**src/hw/rtl/rms_pkg.sv**
```systemverilog
// shared constants, types and helpers for the running mean and sigma block
`default_nettype none

package rms_pkg;

    // field widths at the ports
    localparam int SAMPLE_W = 24;
    localparam int COUNT_W  = 16;
    localparam int STAT_W   = 32;

    // sizing of the accumulators
    localparam int SAMPLE_BITS = 24;
    localparam int COUNT_BITS  = 16;
    localparam int FRAC_BITS   = 8;
    localparam int SUM_BITS    = SAMPLE_BITS + COUNT_BITS;
    localparam int SQ_BITS     = 2 * SAMPLE_BITS + COUNT_BITS;
    localparam int PROD_BITS   = 2 * SUM_BITS;
    localparam int QUO_BITS    = SUM_BITS + FRAC_BITS;
    localparam int ROOT_BITS   = SUM_BITS + FRAC_BITS;
    localparam int RAD_BITS    = 2 * ROOT_BITS;

    localparam int MUL_STEP_W  = $clog2(SUM_BITS + 1);
    localparam int DIV_STEP_W  = $clog2(QUO_BITS + 1);
    localparam int SQRT_STEP_W = $clog2(ROOT_BITS + 1);

    localparam logic [COUNT_BITS-1:0] COUNT_FULL = {COUNT_BITS{1'b1}};

    // operation carried by an input beat
    localparam logic OP_CLEAR = 1'b0;
    localparam logic OP_ADD   = 1'b1;

    typedef enum logic [2:0] {
        S_IDLE,
        S_START,
        S_MEAN,
        S_ROOT,
        S_SIGMA,
        S_DONE
    } t_state;

    typedef enum logic {
        DIV_MEAN,
        DIV_SIGMA
    } t_div_sel;

    typedef struct packed {
        logic     accept;
        logic     mul_start;
        logic     div_start;
        t_div_sel div_sel;
        logic     sqrt_start;
        logic     load_out;
    } t_cmd;

    typedef struct packed {
        logic count_zero;
        logic mul_busy;
        logic div_busy;
        logic sqrt_busy;
    } t_status;

    // quotient to the statistic field, truncated or zero extended
    function automatic logic [STAT_W-1:0] to_stat(input logic [QUO_BITS-1:0] q);
        logic [QUO_BITS+STAT_W-1:0] w;
        w = {{STAT_W{1'b0}}, q};
        return w[STAT_W-1:0];
    endfunction

    function automatic logic [COUNT_W-1:0] to_count(input logic [COUNT_BITS-1:0] c);
        logic [COUNT_BITS+COUNT_W-1:0] w;
        w = {{COUNT_W{1'b0}}, c};
        return w[COUNT_W-1:0];
    endfunction

endpackage

`default_nettype wire

```
**src/hw/rtl/rms_if.sv**
```systemverilog
// valid/ready channels for samples in and statistics out
`default_nettype none

interface rms_in_if;
    import rms_pkg::*;

    logic                valid;
    logic                ready;
    logic                op;
    logic [SAMPLE_W-1:0] sample;

    modport source (output valid, output op, output sample, input ready);
    modport sink   (input valid, input op, input sample, output ready);
endinterface

interface rms_out_if;
    import rms_pkg::*;

    logic               valid;
    logic               ready;
    logic [COUNT_W-1:0] count;
    logic [STAT_W-1:0]  mean_q8;
    logic [STAT_W-1:0]  sigma_q8;
    logic               valid_res;
    logic               dropped;

    modport source (output valid, output count, output mean_q8, output sigma_q8,
                    output valid_res, output dropped, input ready);
    modport sink   (input valid, input count, input mean_q8, input sigma_q8,
                    input valid_res, input dropped, output ready);
endinterface

`default_nettype wire

```
**src/hw/rtl/rms_mul.sv**
```systemverilog
// shift-add multiplier forming count*sumsq and sum*sum side by side
`default_nettype none

module rms_mul (
    input  wire logic                          i_clk,
    input  wire logic                          i_rst_n,
    input  wire logic                          i_start,
    input  wire logic [rms_pkg::SQ_BITS-1:0]   i_sq,
    input  wire logic [rms_pkg::COUNT_BITS-1:0] i_count,
    input  wire logic [rms_pkg::SUM_BITS-1:0]  i_sum,
    output logic                               o_busy,
    output logic [rms_pkg::PROD_BITS-1:0]      o_prod_a,
    output logic [rms_pkg::PROD_BITS-1:0]      o_prod_b
);
    import rms_pkg::*;

    logic                  r_busy;
    logic [MUL_STEP_W-1:0] r_step;
    logic [PROD_BITS-1:0]  r_mc_a, r_mc_b, r_acc_a, r_acc_b;
    logic [COUNT_BITS-1:0] r_mp_a;
    logic [SUM_BITS-1:0]   r_mp_b;

    always_ff @(posedge i_clk) begin
        if (!i_rst_n) begin
            r_busy <= 1'b0;
            r_step <= '0;
        end else if (i_start) begin
            r_busy <= 1'b1;
            r_step <= MUL_STEP_W'(SUM_BITS);
        end else if (r_busy) begin
            r_step <= r_step - 1'b1;
            if (r_step == MUL_STEP_W'(1)) begin
                r_busy <= 1'b0;
            end
        end
    end

    always_ff @(posedge i_clk) begin
        if (i_start) begin
            r_mc_a  <= {{COUNT_BITS{1'b0}}, i_sq};
            r_mp_a  <= i_count;
            r_mc_b  <= {{SUM_BITS{1'b0}}, i_sum};
            r_mp_b  <= i_sum;
            r_acc_a <= '0;
            r_acc_b <= '0;
        end else if (r_busy) begin
            if (r_mp_a[0]) begin
                r_acc_a <= r_acc_a + r_mc_a;
            end
            if (r_mp_b[0]) begin
                r_acc_b <= r_acc_b + r_mc_b;
            end
            r_mc_a <= {r_mc_a[PROD_BITS-2:0], 1'b0};
            r_mc_b <= {r_mc_b[PROD_BITS-2:0], 1'b0};
            r_mp_a <= {1'b0, r_mp_a[COUNT_BITS-1:1]};
            r_mp_b <= {1'b0, r_mp_b[SUM_BITS-1:1]};
        end
    end

    assign o_busy   = r_busy;
    assign o_prod_a = r_acc_a;
    assign o_prod_b = r_acc_b;

endmodule

`default_nettype wire

```
**src/hw/rtl/rms_div.sv**
```systemverilog
// restoring divider, one quotient bit a cycle, divisor is the sample count
`default_nettype none

module rms_div (
    input  wire logic                           i_clk,
    input  wire logic                           i_rst_n,
    input  wire logic                           i_start,
    input  wire logic [rms_pkg::QUO_BITS-1:0]   i_dividend,
    input  wire logic [rms_pkg::COUNT_BITS-1:0] i_divisor,
    output logic                                o_busy,
    output logic [rms_pkg::QUO_BITS-1:0]        o_quotient
);
    import rms_pkg::*;

    logic                  r_busy;
    logic [DIV_STEP_W-1:0] r_step;
    logic [COUNT_BITS-1:0] r_rem, r_dvs;
    logic [QUO_BITS-1:0]   r_quo;
    logic [COUNT_BITS:0]   w_shift, w_diff;
    logic                  w_ge;

    always_comb begin
        w_shift = {r_rem, r_quo[QUO_BITS-1]};
        w_ge    = w_shift >= {1'b0, r_dvs};
        w_diff  = w_shift - {1'b0, r_dvs};
    end

    always_ff @(posedge i_clk) begin
        if (!i_rst_n) begin
            r_busy <= 1'b0;
            r_step <= '0;
        end else if (i_start) begin
            r_busy <= 1'b1;
            r_step <= DIV_STEP_W'(QUO_BITS);
        end else if (r_busy) begin
            r_step <= r_step - 1'b1;
            if (r_step == DIV_STEP_W'(1)) begin
                r_busy <= 1'b0;
            end
        end
    end

    always_ff @(posedge i_clk) begin
        if (i_start) begin
            r_rem <= '0;
            r_dvs <= i_divisor;
            r_quo <= i_dividend;
        end else if (r_busy) begin
            r_rem <= w_ge ? w_diff[COUNT_BITS-1:0] : w_shift[COUNT_BITS-1:0];
            r_quo <= {r_quo[QUO_BITS-2:0], w_ge};
        end
    end

    assign o_busy     = r_busy;
    assign o_quotient = r_quo;

endmodule

`default_nettype wire

```
**src/hw/rtl/rms_sqrt.sv**
```systemverilog
// digit-by-digit integer square root, one root bit a cycle
`default_nettype none

module rms_sqrt (
    input  wire logic                          i_clk,
    input  wire logic                          i_rst_n,
    input  wire logic                          i_start,
    input  wire logic [rms_pkg::RAD_BITS-1:0]  i_radicand,
    output logic                               o_busy,
    output logic [rms_pkg::ROOT_BITS-1:0]      o_root
);
    import rms_pkg::*;

    logic                   r_busy;
    logic [SQRT_STEP_W-1:0] r_step;
    logic [RAD_BITS-1:0]    r_x;
    logic [ROOT_BITS+1:0]   r_rem;
    logic [ROOT_BITS-1:0]   r_root;
    logic [ROOT_BITS+3:0]   w_rem_t, w_trial, w_diff;
    logic                   w_ge;

    // bring down the next two radicand bits and try root*4+1
    always_comb begin
        w_rem_t = {r_rem, r_x[RAD_BITS-1 -: 2]};
        w_trial = {2'b00, r_root, 2'b01};
        w_ge    = w_rem_t >= w_trial;
        w_diff  = w_rem_t - w_trial;
    end

    always_ff @(posedge i_clk) begin
        if (!i_rst_n) begin
            r_busy <= 1'b0;
            r_step <= '0;
        end else if (i_start) begin
            r_busy <= 1'b1;
            r_step <= SQRT_STEP_W'(ROOT_BITS);
        end else if (r_busy) begin
            r_step <= r_step - 1'b1;
            if (r_step == SQRT_STEP_W'(1)) begin
                r_busy <= 1'b0;
            end
        end
    end

    always_ff @(posedge i_clk) begin
        if (i_start) begin
            r_x    <= i_radicand;
            r_rem  <= '0;
            r_root <= '0;
        end else if (r_busy) begin
            r_x    <= {r_x[RAD_BITS-3:0], 2'b00};
            r_rem  <= w_ge ? w_diff[ROOT_BITS+1:0] : w_rem_t[ROOT_BITS+1:0];
            r_root <= {r_root[ROOT_BITS-2:0], w_ge};
        end
    end

    assign o_busy = r_busy;
    assign o_root = r_root;

endmodule

`default_nettype wire

```
**src/hw/rtl/rms_dp.sv**
```systemverilog
// datapath: accumulators, arithmetic units and the result register
`default_nettype none

module rms_dp (
    input  wire logic                         i_clk,
    input  wire logic                         i_rst_n,
    input  wire rms_pkg::t_cmd                i_cmd,
    output rms_pkg::t_status                  o_status,
    input  wire logic                         i_op,
    input  wire logic [rms_pkg::SAMPLE_W-1:0] i_sample,
    output logic [rms_pkg::COUNT_W-1:0]       o_count,
    output logic [rms_pkg::STAT_W-1:0]        o_mean_q8,
    output logic [rms_pkg::STAT_W-1:0]        o_sigma_q8,
    output logic                              o_valid_res,
    output logic                              o_dropped
);
    import rms_pkg::*;

    logic [SUM_BITS-1:0]      r_sum;
    logic [SQ_BITS-1:0]       r_sq;
    logic [COUNT_BITS-1:0]    r_count;
    logic                     r_dropped;
    logic [STAT_W-1:0]        r_mean;

    logic [COUNT_W-1:0]       r_o_count;
    logic [STAT_W-1:0]        r_o_mean, r_o_sigma;
    logic                     r_o_valid_res, r_o_dropped;

    logic [SAMPLE_BITS-1:0]   w_s;
    logic [2*SAMPLE_BITS-1:0] w_s_sq;
    logic                     w_zero;

    logic                     mul_busy, div_busy, sqrt_busy;
    logic [PROD_BITS-1:0]     prod_a, prod_b, w_var;
    logic [QUO_BITS-1:0]      div_dividend, div_quo;
    logic [ROOT_BITS-1:0]     root;

    assign w_s    = i_sample[SAMPLE_BITS-1:0];
    assign w_s_sq = w_s * w_s;
    assign w_zero = (r_count == '0);

    always_ff @(posedge i_clk) begin
        if (!i_rst_n) begin
            r_sum   <= '0;
            r_sq    <= '0;
            r_count <= '0;
        end else if (i_cmd.accept) begin
            if (i_op == OP_CLEAR) begin
                r_sum   <= '0;
                r_sq    <= '0;
                r_count <= '0;
            end else if (r_count != COUNT_FULL) begin
                r_sum   <= r_sum + {{COUNT_BITS{1'b0}}, w_s};
                r_sq    <= r_sq + {{COUNT_BITS{1'b0}}, w_s_sq};
                r_count <= r_count + 1'b1;
            end
        end
    end

    always_ff @(posedge i_clk) begin
        if (i_cmd.accept) begin
            r_dropped <= (i_op == OP_ADD) && (r_count == COUNT_FULL);
        end
        // the divider is reused for sigma, keep the mean before that
        if (i_cmd.sqrt_start) begin
            r_mean <= to_stat(div_quo);
        end
    end

    // n*sumsq - sum^2, never negative from a consistent store
    assign w_var = (prod_a >= prod_b) ? (prod_a - prod_b) : '0;

    assign div_dividend = (i_cmd.div_sel == DIV_MEAN) ?
                          {r_sum, {FRAC_BITS{1'b0}}} : root;

    rms_mul u_mul (
        .i_clk    (i_clk),
        .i_rst_n  (i_rst_n),
        .i_start  (i_cmd.mul_start),
        .i_sq     (r_sq),
        .i_count  (r_count),
        .i_sum    (r_sum),
        .o_busy   (mul_busy),
        .o_prod_a (prod_a),
        .o_prod_b (prod_b)
    );

    rms_div u_div (
        .i_clk      (i_clk),
        .i_rst_n    (i_rst_n),
        .i_start    (i_cmd.div_start),
        .i_dividend (div_dividend),
        .i_divisor  (r_count),
        .o_busy     (div_busy),
        .o_quotient (div_quo)
    );

    rms_sqrt u_sqrt (
        .i_clk      (i_clk),
        .i_rst_n    (i_rst_n),
        .i_start    (i_cmd.sqrt_start),
        .i_radicand ({w_var, {(2*FRAC_BITS){1'b0}}}),
        .o_busy     (sqrt_busy),
        .o_root     (root)
    );

    always_ff @(posedge i_clk) begin
        if (i_cmd.load_out) begin
            r_o_count     <= to_count(r_count);
            r_o_mean      <= w_zero ? '0 : r_mean;
            r_o_sigma     <= w_zero ? '0 : to_stat(div_quo);
            r_o_valid_res <= !w_zero;
            r_o_dropped   <= r_dropped;
        end
    end

    always_comb begin
        o_status.count_zero = w_zero;
        o_status.mul_busy   = mul_busy;
        o_status.div_busy   = div_busy;
        o_status.sqrt_busy  = sqrt_busy;
    end

    assign o_count     = r_o_count;
    assign o_mean_q8   = r_o_mean;
    assign o_sigma_q8  = r_o_sigma;
    assign o_valid_res = r_o_valid_res;
    assign o_dropped   = r_o_dropped;

endmodule

`default_nettype wire

```
**src/hw/rtl/rms_ctrl.sv**
```systemverilog
// controller: sequences update, multiply, divide and root for one beat
`default_nettype none

module rms_ctrl (
    input  wire logic             i_clk,
    input  wire logic             i_rst_n,
    input  wire logic             i_in_valid,
    output logic                  o_in_ready,
    output logic                  o_out_valid,
    input  wire logic             i_out_ready,
    output rms_pkg::t_cmd         o_cmd,
    input  wire rms_pkg::t_status i_status
);
    import rms_pkg::*;

    t_state r_state, n_state;
    logic   r_out_valid, n_out_valid;
    logic   w_out_free;

    assign w_out_free = !r_out_valid || i_out_ready;

    always_ff @(posedge i_clk) begin
        if (!i_rst_n) begin
            r_state     <= S_IDLE;
            r_out_valid <= 1'b0;
        end else begin
            r_state     <= n_state;
            r_out_valid <= n_out_valid;
        end
    end

    always_comb begin
        n_state = r_state;
        case (r_state)
            S_IDLE: begin
                if (i_in_valid) begin
                    n_state = S_START;
                end
            end
            S_START: begin
                n_state = i_status.count_zero ? S_DONE : S_MEAN;
            end
            S_MEAN: begin
                if (!i_status.mul_busy && !i_status.div_busy) begin
                    n_state = S_ROOT;
                end
            end
            S_ROOT: begin
                if (!i_status.sqrt_busy) begin
                    n_state = S_SIGMA;
                end
            end
            S_SIGMA: begin
                if (!i_status.div_busy) begin
                    n_state = S_DONE;
                end
            end
            S_DONE: begin
                if (w_out_free) begin
                    n_state = S_IDLE;
                end
            end
            default: begin
                n_state = S_IDLE;
            end
        endcase
    end

    always_comb begin
        o_cmd      = '0;
        o_in_ready = 1'b0;
        case (r_state)
            S_IDLE: begin
                o_in_ready   = 1'b1;
                o_cmd.accept = i_in_valid;
            end
            S_START: begin
                if (!i_status.count_zero) begin
                    o_cmd.mul_start = 1'b1;
                    o_cmd.div_start = 1'b1;
                    o_cmd.div_sel   = DIV_MEAN;
                end
            end
            S_MEAN: begin
                o_cmd.sqrt_start = !i_status.mul_busy && !i_status.div_busy;
            end
            S_ROOT: begin
                if (!i_status.sqrt_busy) begin
                    o_cmd.div_start = 1'b1;
                    o_cmd.div_sel   = DIV_SIGMA;
                end
            end
            S_DONE: begin
                o_cmd.load_out = w_out_free;
            end
            default: begin
                o_cmd = '0;
            end
        endcase
    end

    always_comb begin
        if (o_cmd.load_out) begin
            n_out_valid = 1'b1;
        end else if (i_out_ready) begin
            n_out_valid = 1'b0;
        end else begin
            n_out_valid = r_out_valid;
        end
    end

    assign o_out_valid = r_out_valid;

    a_idle_units_quiet: assert property (@(posedge i_clk) disable iff (!i_rst_n)
        (r_state == S_IDLE) |->
        !(i_status.mul_busy || i_status.div_busy || i_status.sqrt_busy))
        else $error("arithmetic unit still busy while waiting for a beat");

    a_accept_starts: assert property (@(posedge i_clk) disable iff (!i_rst_n)
        (i_in_valid && o_in_ready) |=> (r_state == S_START))
        else $error("accepted beat did not start a computation");

    a_div_not_restarted: assert property (@(posedge i_clk) disable iff (!i_rst_n)
        o_cmd.div_start |-> !i_status.div_busy)
        else $error("divider restarted while busy");

    a_load_shows_result: assert property (@(posedge i_clk) disable iff (!i_rst_n)
        o_cmd.load_out |=> (o_out_valid && r_state == S_IDLE))
        else $error("result load did not present a beat");

endmodule

`default_nettype wire

```
**src/hw/rtl/running_mean_and_sigma.sv**
```systemverilog
// running mean and population standard deviation of unsigned samples
//
// input channel i_in: op clears the store (0) or adds sample (1); one beat
// gives exactly one result beat on o_out with count, mean and sigma in Q8,
// valid_res (count nonzero) and dropped (add refused at a full count).
// sequence: a clear, or any beat that leaves the count at zero, goes from
// acceptance through S_START to S_DONE and the result register. otherwise the
// 40-step shift-add products run beside the 48-step mean divide, then a
// 48-step square root and a second 48-step divide on the same divider run.
// the divider and root unit produce a single bit per cycle, and one beat is
// worked on at a time.
// the next beat is accepted as soon as the result sits in the output register,
// so a stalled receiver holds only the finished result; the following result
// waits in the datapath until the output register is taken.
// reset (synchronous, active low) clears sum, sum of squares and count and
// leaves no result pending.
`default_nettype none

module running_mean_and_sigma (
    input  wire logic  i_clk,
    input  wire logic  i_rst_n,
    rms_in_if.sink     i_in,
    rms_out_if.source  o_out
);
    import rms_pkg::*;

    t_cmd    cmd;
    t_status status;

    rms_ctrl u_ctrl (
        .i_clk       (i_clk),
        .i_rst_n     (i_rst_n),
        .i_in_valid  (i_in.valid),
        .o_in_ready  (i_in.ready),
        .o_out_valid (o_out.valid),
        .i_out_ready (o_out.ready),
        .o_cmd       (cmd),
        .i_status    (status)
    );

    rms_dp u_dp (
        .i_clk       (i_clk),
        .i_rst_n     (i_rst_n),
        .i_cmd       (cmd),
        .o_status    (status),
        .i_op        (i_in.op),
        .i_sample    (i_in.sample),
        .o_count     (o_out.count),
        .o_mean_q8   (o_out.mean_q8),
        .o_sigma_q8  (o_out.sigma_q8),
        .o_valid_res (o_out.valid_res),
        .o_dropped   (o_out.dropped)
    );

endmodule

`default_nettype wire
```
**src/flat_wrapper.sv**
```systemverilog
// flat-port wrapper written by rule: the top's interface ports become plain ports
module running_mean_and_sigma_flat import rms_pkg::*;
  (i_clk, i_rst_n, i_in_valid, i_in_op, i_in_sample, i_in_ready, o_out_valid, o_out_count, o_out_mean_q8, o_out_sigma_q8, o_out_valid_res, o_out_dropped, o_out_ready);
  rms_in_if i_in_i ();
  rms_out_if o_out_i ();
  input  wire logic i_clk;
  input  wire logic i_rst_n;
  input wire logic [$bits(i_in_i.valid)-1:0] i_in_valid;
  input wire logic [$bits(i_in_i.op)-1:0] i_in_op;
  input wire logic [$bits(i_in_i.sample)-1:0] i_in_sample;
  output wire logic [$bits(i_in_i.ready)-1:0] i_in_ready;
  output wire logic [$bits(o_out_i.valid)-1:0] o_out_valid;
  output wire logic [$bits(o_out_i.count)-1:0] o_out_count;
  output wire logic [$bits(o_out_i.mean_q8)-1:0] o_out_mean_q8;
  output wire logic [$bits(o_out_i.sigma_q8)-1:0] o_out_sigma_q8;
  output wire logic [$bits(o_out_i.valid_res)-1:0] o_out_valid_res;
  output wire logic [$bits(o_out_i.dropped)-1:0] o_out_dropped;
  input wire logic [$bits(o_out_i.ready)-1:0] o_out_ready;
  assign i_in_i.valid = i_in_valid;
  assign i_in_i.op = i_in_op;
  assign i_in_i.sample = i_in_sample;
  assign i_in_ready = i_in_i.ready;
  assign o_out_valid = o_out_i.valid;
  assign o_out_count = o_out_i.count;
  assign o_out_mean_q8 = o_out_i.mean_q8;
  assign o_out_sigma_q8 = o_out_i.sigma_q8;
  assign o_out_valid_res = o_out_i.valid_res;
  assign o_out_dropped = o_out_i.dropped;
  assign o_out_i.ready = o_out_ready;
  running_mean_and_sigma u_core (.i_clk(i_clk), .i_rst_n(i_rst_n), .i_in(i_in_i), .o_out(o_out_i));
endmodule
```
**config.mk**
```make
export PLATFORM = sky130hd
export DESIGN_NAME = running_mean_and_sigma_flat
export DESIGN_NICKNAME = d
export VERILOG_FILES = /design/src/hw/rtl/rms_pkg.sv /design/src/hw/rtl/rms_if.sv /design/src/hw/rtl/rms_mul.sv /design/src/hw/rtl/rms_div.sv /design/src/hw/rtl/rms_sqrt.sv /design/src/hw/rtl/rms_dp.sv /design/src/hw/rtl/rms_ctrl.sv /design/src/hw/rtl/running_mean_and_sigma.sv /design/src/flat_wrapper.sv
export SDC_FILE = /design/constraint.sdc
export NUM_CORES = 2
export LEC_CHECK = 0
export BUFFER_PORTS_ARGS = -buffer_cell sky130_fd_sc_hd__buf_2
export CAP_MARGIN = 40
export CORE_MARGIN = 2
export CORE_UTILIZATION = 42
export CTS_BUF_LIST = sky130_fd_sc_hd__clkbuf_8 sky130_fd_sc_hd__clkbuf_16
export DETAILED_ROUTE_END_ITERATION = 10
export PLACE_DENSITY = 0.59
export SYNTH_ARGS = -nofsm -noshare
export SYNTH_HDL_FRONTEND = slang
export SYNTH_SLANG_ARGS = --single-unit
```
**constraint.sdc**
```tcl
create_clock -name i_clk -period 8.5 [get_ports i_clk]
set_clock_uncertainty 0.05 [all_clocks]
set_input_delay 0.85 -clock i_clk [delete_from_list [all_inputs] [get_ports i_clk]]
set_output_delay 0.85 -clock i_clk [all_outputs]
set_load 0.03 [all_outputs]
```
### Yosys cells after proc, flatten, opt, wreduce, memory -nomap -nowiden

Cells that the tools add are included.

* register bits after elaboration: 894
* input bits: 29
* logic and storage cells: 141

* $add $sub $neg: 11
* multiply operators: 1
* $lt $le $gt $ge: 3
* eq/ne operators: 16
* multiplexer cells: 54
* bitwise operators: 1
* reductions and logical operators: 20

Operators by type and width (number)
* 64-bit two-way mux: 4
* 40-bit two-way mux: 6
* 96-bit two-way mux: 2
* 80-bit adder: 2
* 48-bit two-way mux: 3
* 80-bit greater-or-equal comparator: 1
* 16-bit two-way mux: 5
* 80-bit two-way mux: 1
* 80-bit subtractor: 1
* 64-bit by 48-bit adder with 64-bit output: 1
* 52-bit by 50-bit greater-or-equal comparator with 1-bit output: 1
* 50-bit two-way mux: 1
* 50-bit subtractor: 1
* 24-bit by 24-bit multiplier with 48-bit output: 1
* 40-bit by 24-bit adder with 40-bit output: 1
* 6-bit two-way mux: 6
* 3-bit two-way mux: 7
* 6-bit by 1-bit == test with 1-bit output (second input constant): 3
* 3-bit case mux with 6 select lines: 1
* 6-bit by 1-bit subtractor with 6-bit output (second input constant): 3
* 17-bit by 16-bit greater-or-equal comparator with 1-bit output: 1
* 16-bit by 1-bit adder with 16-bit output (second input constant): 1
* 16-bit == test (second input constant): 1
* 16-bit zero test: 1
* other kinds (19): 51

### Longest topological paths before layout

* depth in word-level cells: 5
* depth in mapped cells: 30
* depth with buffers taken out: 28

### By module

Synthesis repeated with hierarchy kept, for this count alone.

* cell total of the unflattened synthesis: 8278
* area, all modules: 74915.6 sq um

By module, submodules not included
* rms_dp: times used 1, cells each 3927, area an instance 34280.4 sq um
* rms_mul: times used 1, cells each 2805, area an instance 24234.5 sq um
* rms_sqrt: times used 1, cells each 1105, area an instance 11353.4 sq um
* rms_div: times used 1, cells each 401, area an instance 4712.0 sq um
* rms_ctrl: times used 1, cells each 40, area an instance 335.3 sq um

### Worst setup path after synthesis

No wires, ideal clock.

* kind: in2reg
* start point: input port i_in_sample[10]
* end point: register u_core.u_dp.r_sq[53]
* library setup time: 116 ps
* arrival time: 7980 ps
* slack: 353 ps
* stages on the path: 28
* buffers on the path: 2
* path through: clkbuf_1 clkbuf_1 nand2_1 fa_1 inv_1 fa_1 inv_1 fa_1 inv_1 fa_1 inv_1 fa_1 inv_1 fa_1 inv_1 fa_1 inv_1 ha_1 nand4_1 nor2_1 a22oi_1 a41o_1 o21ai_0 a311o_1 a41o_1 a211oi_1 nor2_1 a31o_2

* cells in the longest elaborated chain, start to end: 4

Ends and longest elaborated chain
* start, declared: line flat_wrapper.sv:10 `input wire logic [$bits(i_in_i.sample)-1:0] i_in_sample;`
* 24-bit by 24-bit multiplier with 48-bit output: line rms_dp.sv:39 `assign w_s_sq = w_s * w_s;`
* 64-bit by 48-bit adder with 64-bit output: line rms_dp.sv:54 `r_sq <= r_sq + {{COUNT_BITS{1'b0}}, w_s_sq};`
* 64-bit two-way mux: line rms_dp.sv:52 `end else if (r_count != COUNT_FULL) begin`
* 64-bit two-way mux: line rms_dp.sv:48 `if (i_op == OP_CLEAR) begin`
* end signal, assigned: line rms_dp.sv:54
* end, declared: line rms_dp.sv:20 `logic [SQ_BITS-1:0] r_sq;`

No other way between the ends. The select of a mux whose other input is x is not followed.
A chain may end at the register's enable or synchronous reset.

### Worst setup path in the final report

* start point: input port i_in_sample[3]
* end point: register u_core.u_dp.r_sq[55]

The elaborated chain is that of the path after synthesis.

==> qor.txt <==
setup TNS: 0 ps
crit start category: primary input
# Post-CTS Setup Buffers: 0
kind of critical path: primary input to flip-flop
largest net degree at the start of global routing: 148
Reg-to-Reg Start: u_core.u_dp.r_sq[9]$_SDFFE_PN0P_
Post-Place Cells: 10.3k
Max stage delay on crit path: 560 ps
average cell area after synthesis: 8.68 um2
all-layer global routing usage: 23.4%
DRT iter0 DRCs: 4290
Hold Buf Count CTS: 0
Hold Vio Cnt, Final: 0
Top FF cell, synth: dfxtp_1
DRC viols: 0
CP Max Fanout: 10
fin crit share: 91.1%
PD cells: 472 nW/um2
outcome: finished clean
M3 GR Usage: 3.02%
Synth warnings: 0
final non-filler cell total: 10.5k
measured slew at the worst slew-check pin: 1150 ps
LEAKAGE: 0.0351 uW
max-slew violation count: 0
Cell variety after synth: 94
Worst R2R Path Depth: 21
Ant. Diodes: 0
First-pass DRT Iterations: 8
Worst slew margin: 23.1%
clock transition at the registers of the reported paths: 60 ps
setup violators final: 0
Detail Route Antenna Nets: 0
global route hottest layer: met2
leading area contributor after synthesis: edfxtp_1
cell area after technology mapping: 71800 um2
synth cell count leaders: 1239 x nand2_1, 967 x inv_1, 587 x a21oi_1, 525 x nor2_1, 520 x ha_1
Async SR Flop Fraction: 0%
DP Wirelength: 161 mm
synth top area cells: edfxtp_1 18%, fa_1 14%, dfxtp_1 13%
Seq. cell area: 22100 um2
depth of the worst hold-timing path: 0
number of flops mapped to enable cells by yosys: 419
register bit count reported by yosys: 894
CTS Buf Count: 99
Remaining Overflow, GRT: 0
Top cell by count, worst path: fa_1
Hold Path Class: flip-flop to flip-flop
Crit. End Element: flip-flop
Placer Congestion: 0.928
row count: 151
Worst-Skew Late Latency: 740 ps
Global Route met1 Usage: 32.7%
Fillers: 16.6k
Max Root-Sink Buffers: 3
number of buffers inserted by port buffering: 112
Ports: 113
Root Driver: clkbuf_16
routed wire length per instance: 19.7 um
WP buf/inv: 8
fraction of layout cells with a size suffix above 1: 5.67%
Post-Syn Nets: 9300
vias in the first global route: 57.3k
routed vias: 57.9k
htree depth: 3
hold_sp: u_core.u_dp.r_dropped$_DFFE_PP_
die area: 174000 um2
RSZ-0062 raised after global routing: false
TritonCTS Sinks: 894
final hold slack: 391 ps
Multi-input gate area: 44700 um2
Layout Nets: 9254
Critical-path top delay cell: fa_1
Die W: 417 um
Die H: 417 um
Worst Hold End: u_core.u_dp.o_dropped$_DFFE_PP_
Critical Path RT: 9080 ps
Routed WL: 207 mm
Top delay family on crit path: adder cells
Fmax: 129 MHz
global-route wire length before repair: 325 mm
Period minus WS final: 7740 ps
met2 Resource Use GR: 38.0%
max_cap viols: 0
post-synthesis cell count: 8266
post-CTS sizing: 0
vias per inst: 5.50
area grow syn2layout: 9.27%
setup slack, reg-to-reg: 2580 ps
Arr. time, crit path: 8320 ps
CTS tree: yes
Initial Util: 42.3%
core area: 170000 um2
Seq/Total Area, Yosys: 30.8%
Synth top area share: 17.5%
initial antenna violation count: 2
count leader, synth: nand2_1
RR Endpoint: u_core.u_dp.r_sq[46]$_SDFFE_PN0P_
Max IR drop VDD: 0.927 mV
==> logic make-up after synthesis <==
group	Yosys count	synth area share (%)
and+or+nand+nor	2634	16.6
buffers and inverters	1350	7.11
DFF	894	30.8
adders and majority gates	1005	22.6
AOI/OAI and AO/OA	1877	16.5
xor gates and xnor gates	353	4.31
muxes	153	2.15
==> where the power goes <==
part	switching, uW	leakage [uW]	total (uW)	internal, uW
combinational	15600	0.0256	26600	11000
sequential	566	0.00772	5710	5150
clock	1910	0.00179	4660	2750
==> cell type report <==
cell class | count | share of cell area, %
multi-input cells | 6022 | 57.0
flip-flops and latches | 894 | 28.2
inverters | 967 | 4.63
well taps | 2218 | 3.54
clock buffers | 110 | 3.39
repair buffers | 236 | 2.18
clock inverters | 78 | 1.11
==> sequential cells by signal (all words and copies together), names as in the netlist, 3 cells and up <==
name and count:
u_core.u_dp.u_sqrt.r_x 80, u_core.u_dp.o_mean_q8 32, u_core.u_dp.r_sum 40, u_core.u_dp.u_mul.o_prod_b 80, u_core.u_ctrl.r_state 3, u_core.u_dp.r_sq 64
u_core.u_dp.u_div.r_step 6, u_core.u_dp.u_div.r_rem 16, u_core.u_dp.u_mul.r_mp_b 40, u_core.u_dp.u_mul.r_step 6, u_core.u_dp.u_mul.r_mc_b 80, u_core.u_dp.u_mul.r_mp_a 16
u_core.u_dp.u_div.r_dvs 16, u_core.u_dp.u_sqrt.o_root 48, u_core.u_dp.u_sqrt.r_rem 50, u_core.u_dp.u_div.o_quotient 48, u_core.u_dp.o_sigma_q8 32, u_core.u_dp.u_mul.r_mc_a 80
u_core.u_dp.r_count 16, u_core.u_dp.r_mean 32, u_core.u_dp.u_mul.o_prod_a 80, u_core.u_dp.o_count 16, u_core.u_dp.u_sqrt.r_step 6
==> cell usage in the layout, fill, tap and decap left out, drive strengths merged, types with 16 or more instances in the layout <==
cell and count:
nand2 1239, inv 989, a21oi 587, nor2 525
ha 520, fa 485, dfxtp 475, o21ai 426
edfxtp 419, buf 235, a21o 219, xnor2 203
and2 199, xor2 150, mux2i 144, nand3 141
nand4 116, clkbuf 111, a31oi 98, nor3 95
o21bai 77, nor2b 76, a211oi 71, o21a 60
a21boi 60, and3 45, nand2b 42, or3 37
o31ai 35, clkinv 34, o211ai 33, a22oi 29
nor4 28, nor3b 19, and4 17, a211o 16
bufinv 16, or2 16
==> through the flow <==
stage                     total power (uW)  util (%)  setup slack, ps  instance area (um2)
final                                37000      46.2              756                78400
after detailed placement             32200      44.1             3.58                74800
after global placement               32000      44.0              148                74600
after CTS                            37000      46.2              813                78400
after floorplan                      25400         -              353                71800
after global routing                 40400      46.2              352                78400
==> per-layer routing <==
metal | vias to the layer above | routed length [um]
met1 | 28303 | 96700
li1 | 28055 | -
met5 | - | 0
met3 | 259 | 9710
met2 | 1292 | 94600
met4 | 0 | 6030
==> worst reg2reg max path, stage by stage, from the launching register on <==
cell and delay, ps:
dfxtp_1 370, fa_1 550, inv_1 50, fa_1 490, inv_1 50, ha_1 280
inv_1 60, fa_1 520, inv_1 40, ha_1 370, a21o_1 180, a2111oi_0 80
nor3_1 630, a211o_1 250, nor2_1 90, o41ai_1 620, o21ai_0 290, o31ai_1 250
buf_4 160, o21a_1 120, nor3_1 50, o32ai_1 270
==> how the worst max path moves through the flow <==
stage                    start                                end  depth (start not counted)
2_1_floorplan  i_in_sample[10]  u_core.u_dp.r_sq[53]$_SDFFE_PN0P_                         28
3_3_place_gp    i_in_sample[3]  u_core.u_dp.r_sq[46]$_SDFFE_PN0P_                         28
3_5_place_dp    i_in_sample[3]  u_core.u_dp.r_sq[55]$_SDFFE_PN0P_                         28
4_1_cts         i_in_sample[3]  u_core.u_dp.r_sq[55]$_SDFFE_PN0P_                         28
5_1_grt         i_in_sample[3]  u_core.u_dp.r_sq[55]$_SDFFE_PN0P_                         28
6_report        i_in_sample[3]  u_core.u_dp.r_sq[55]$_SDFFE_PN0P_                         28
(Power assumes the default switching activity.)
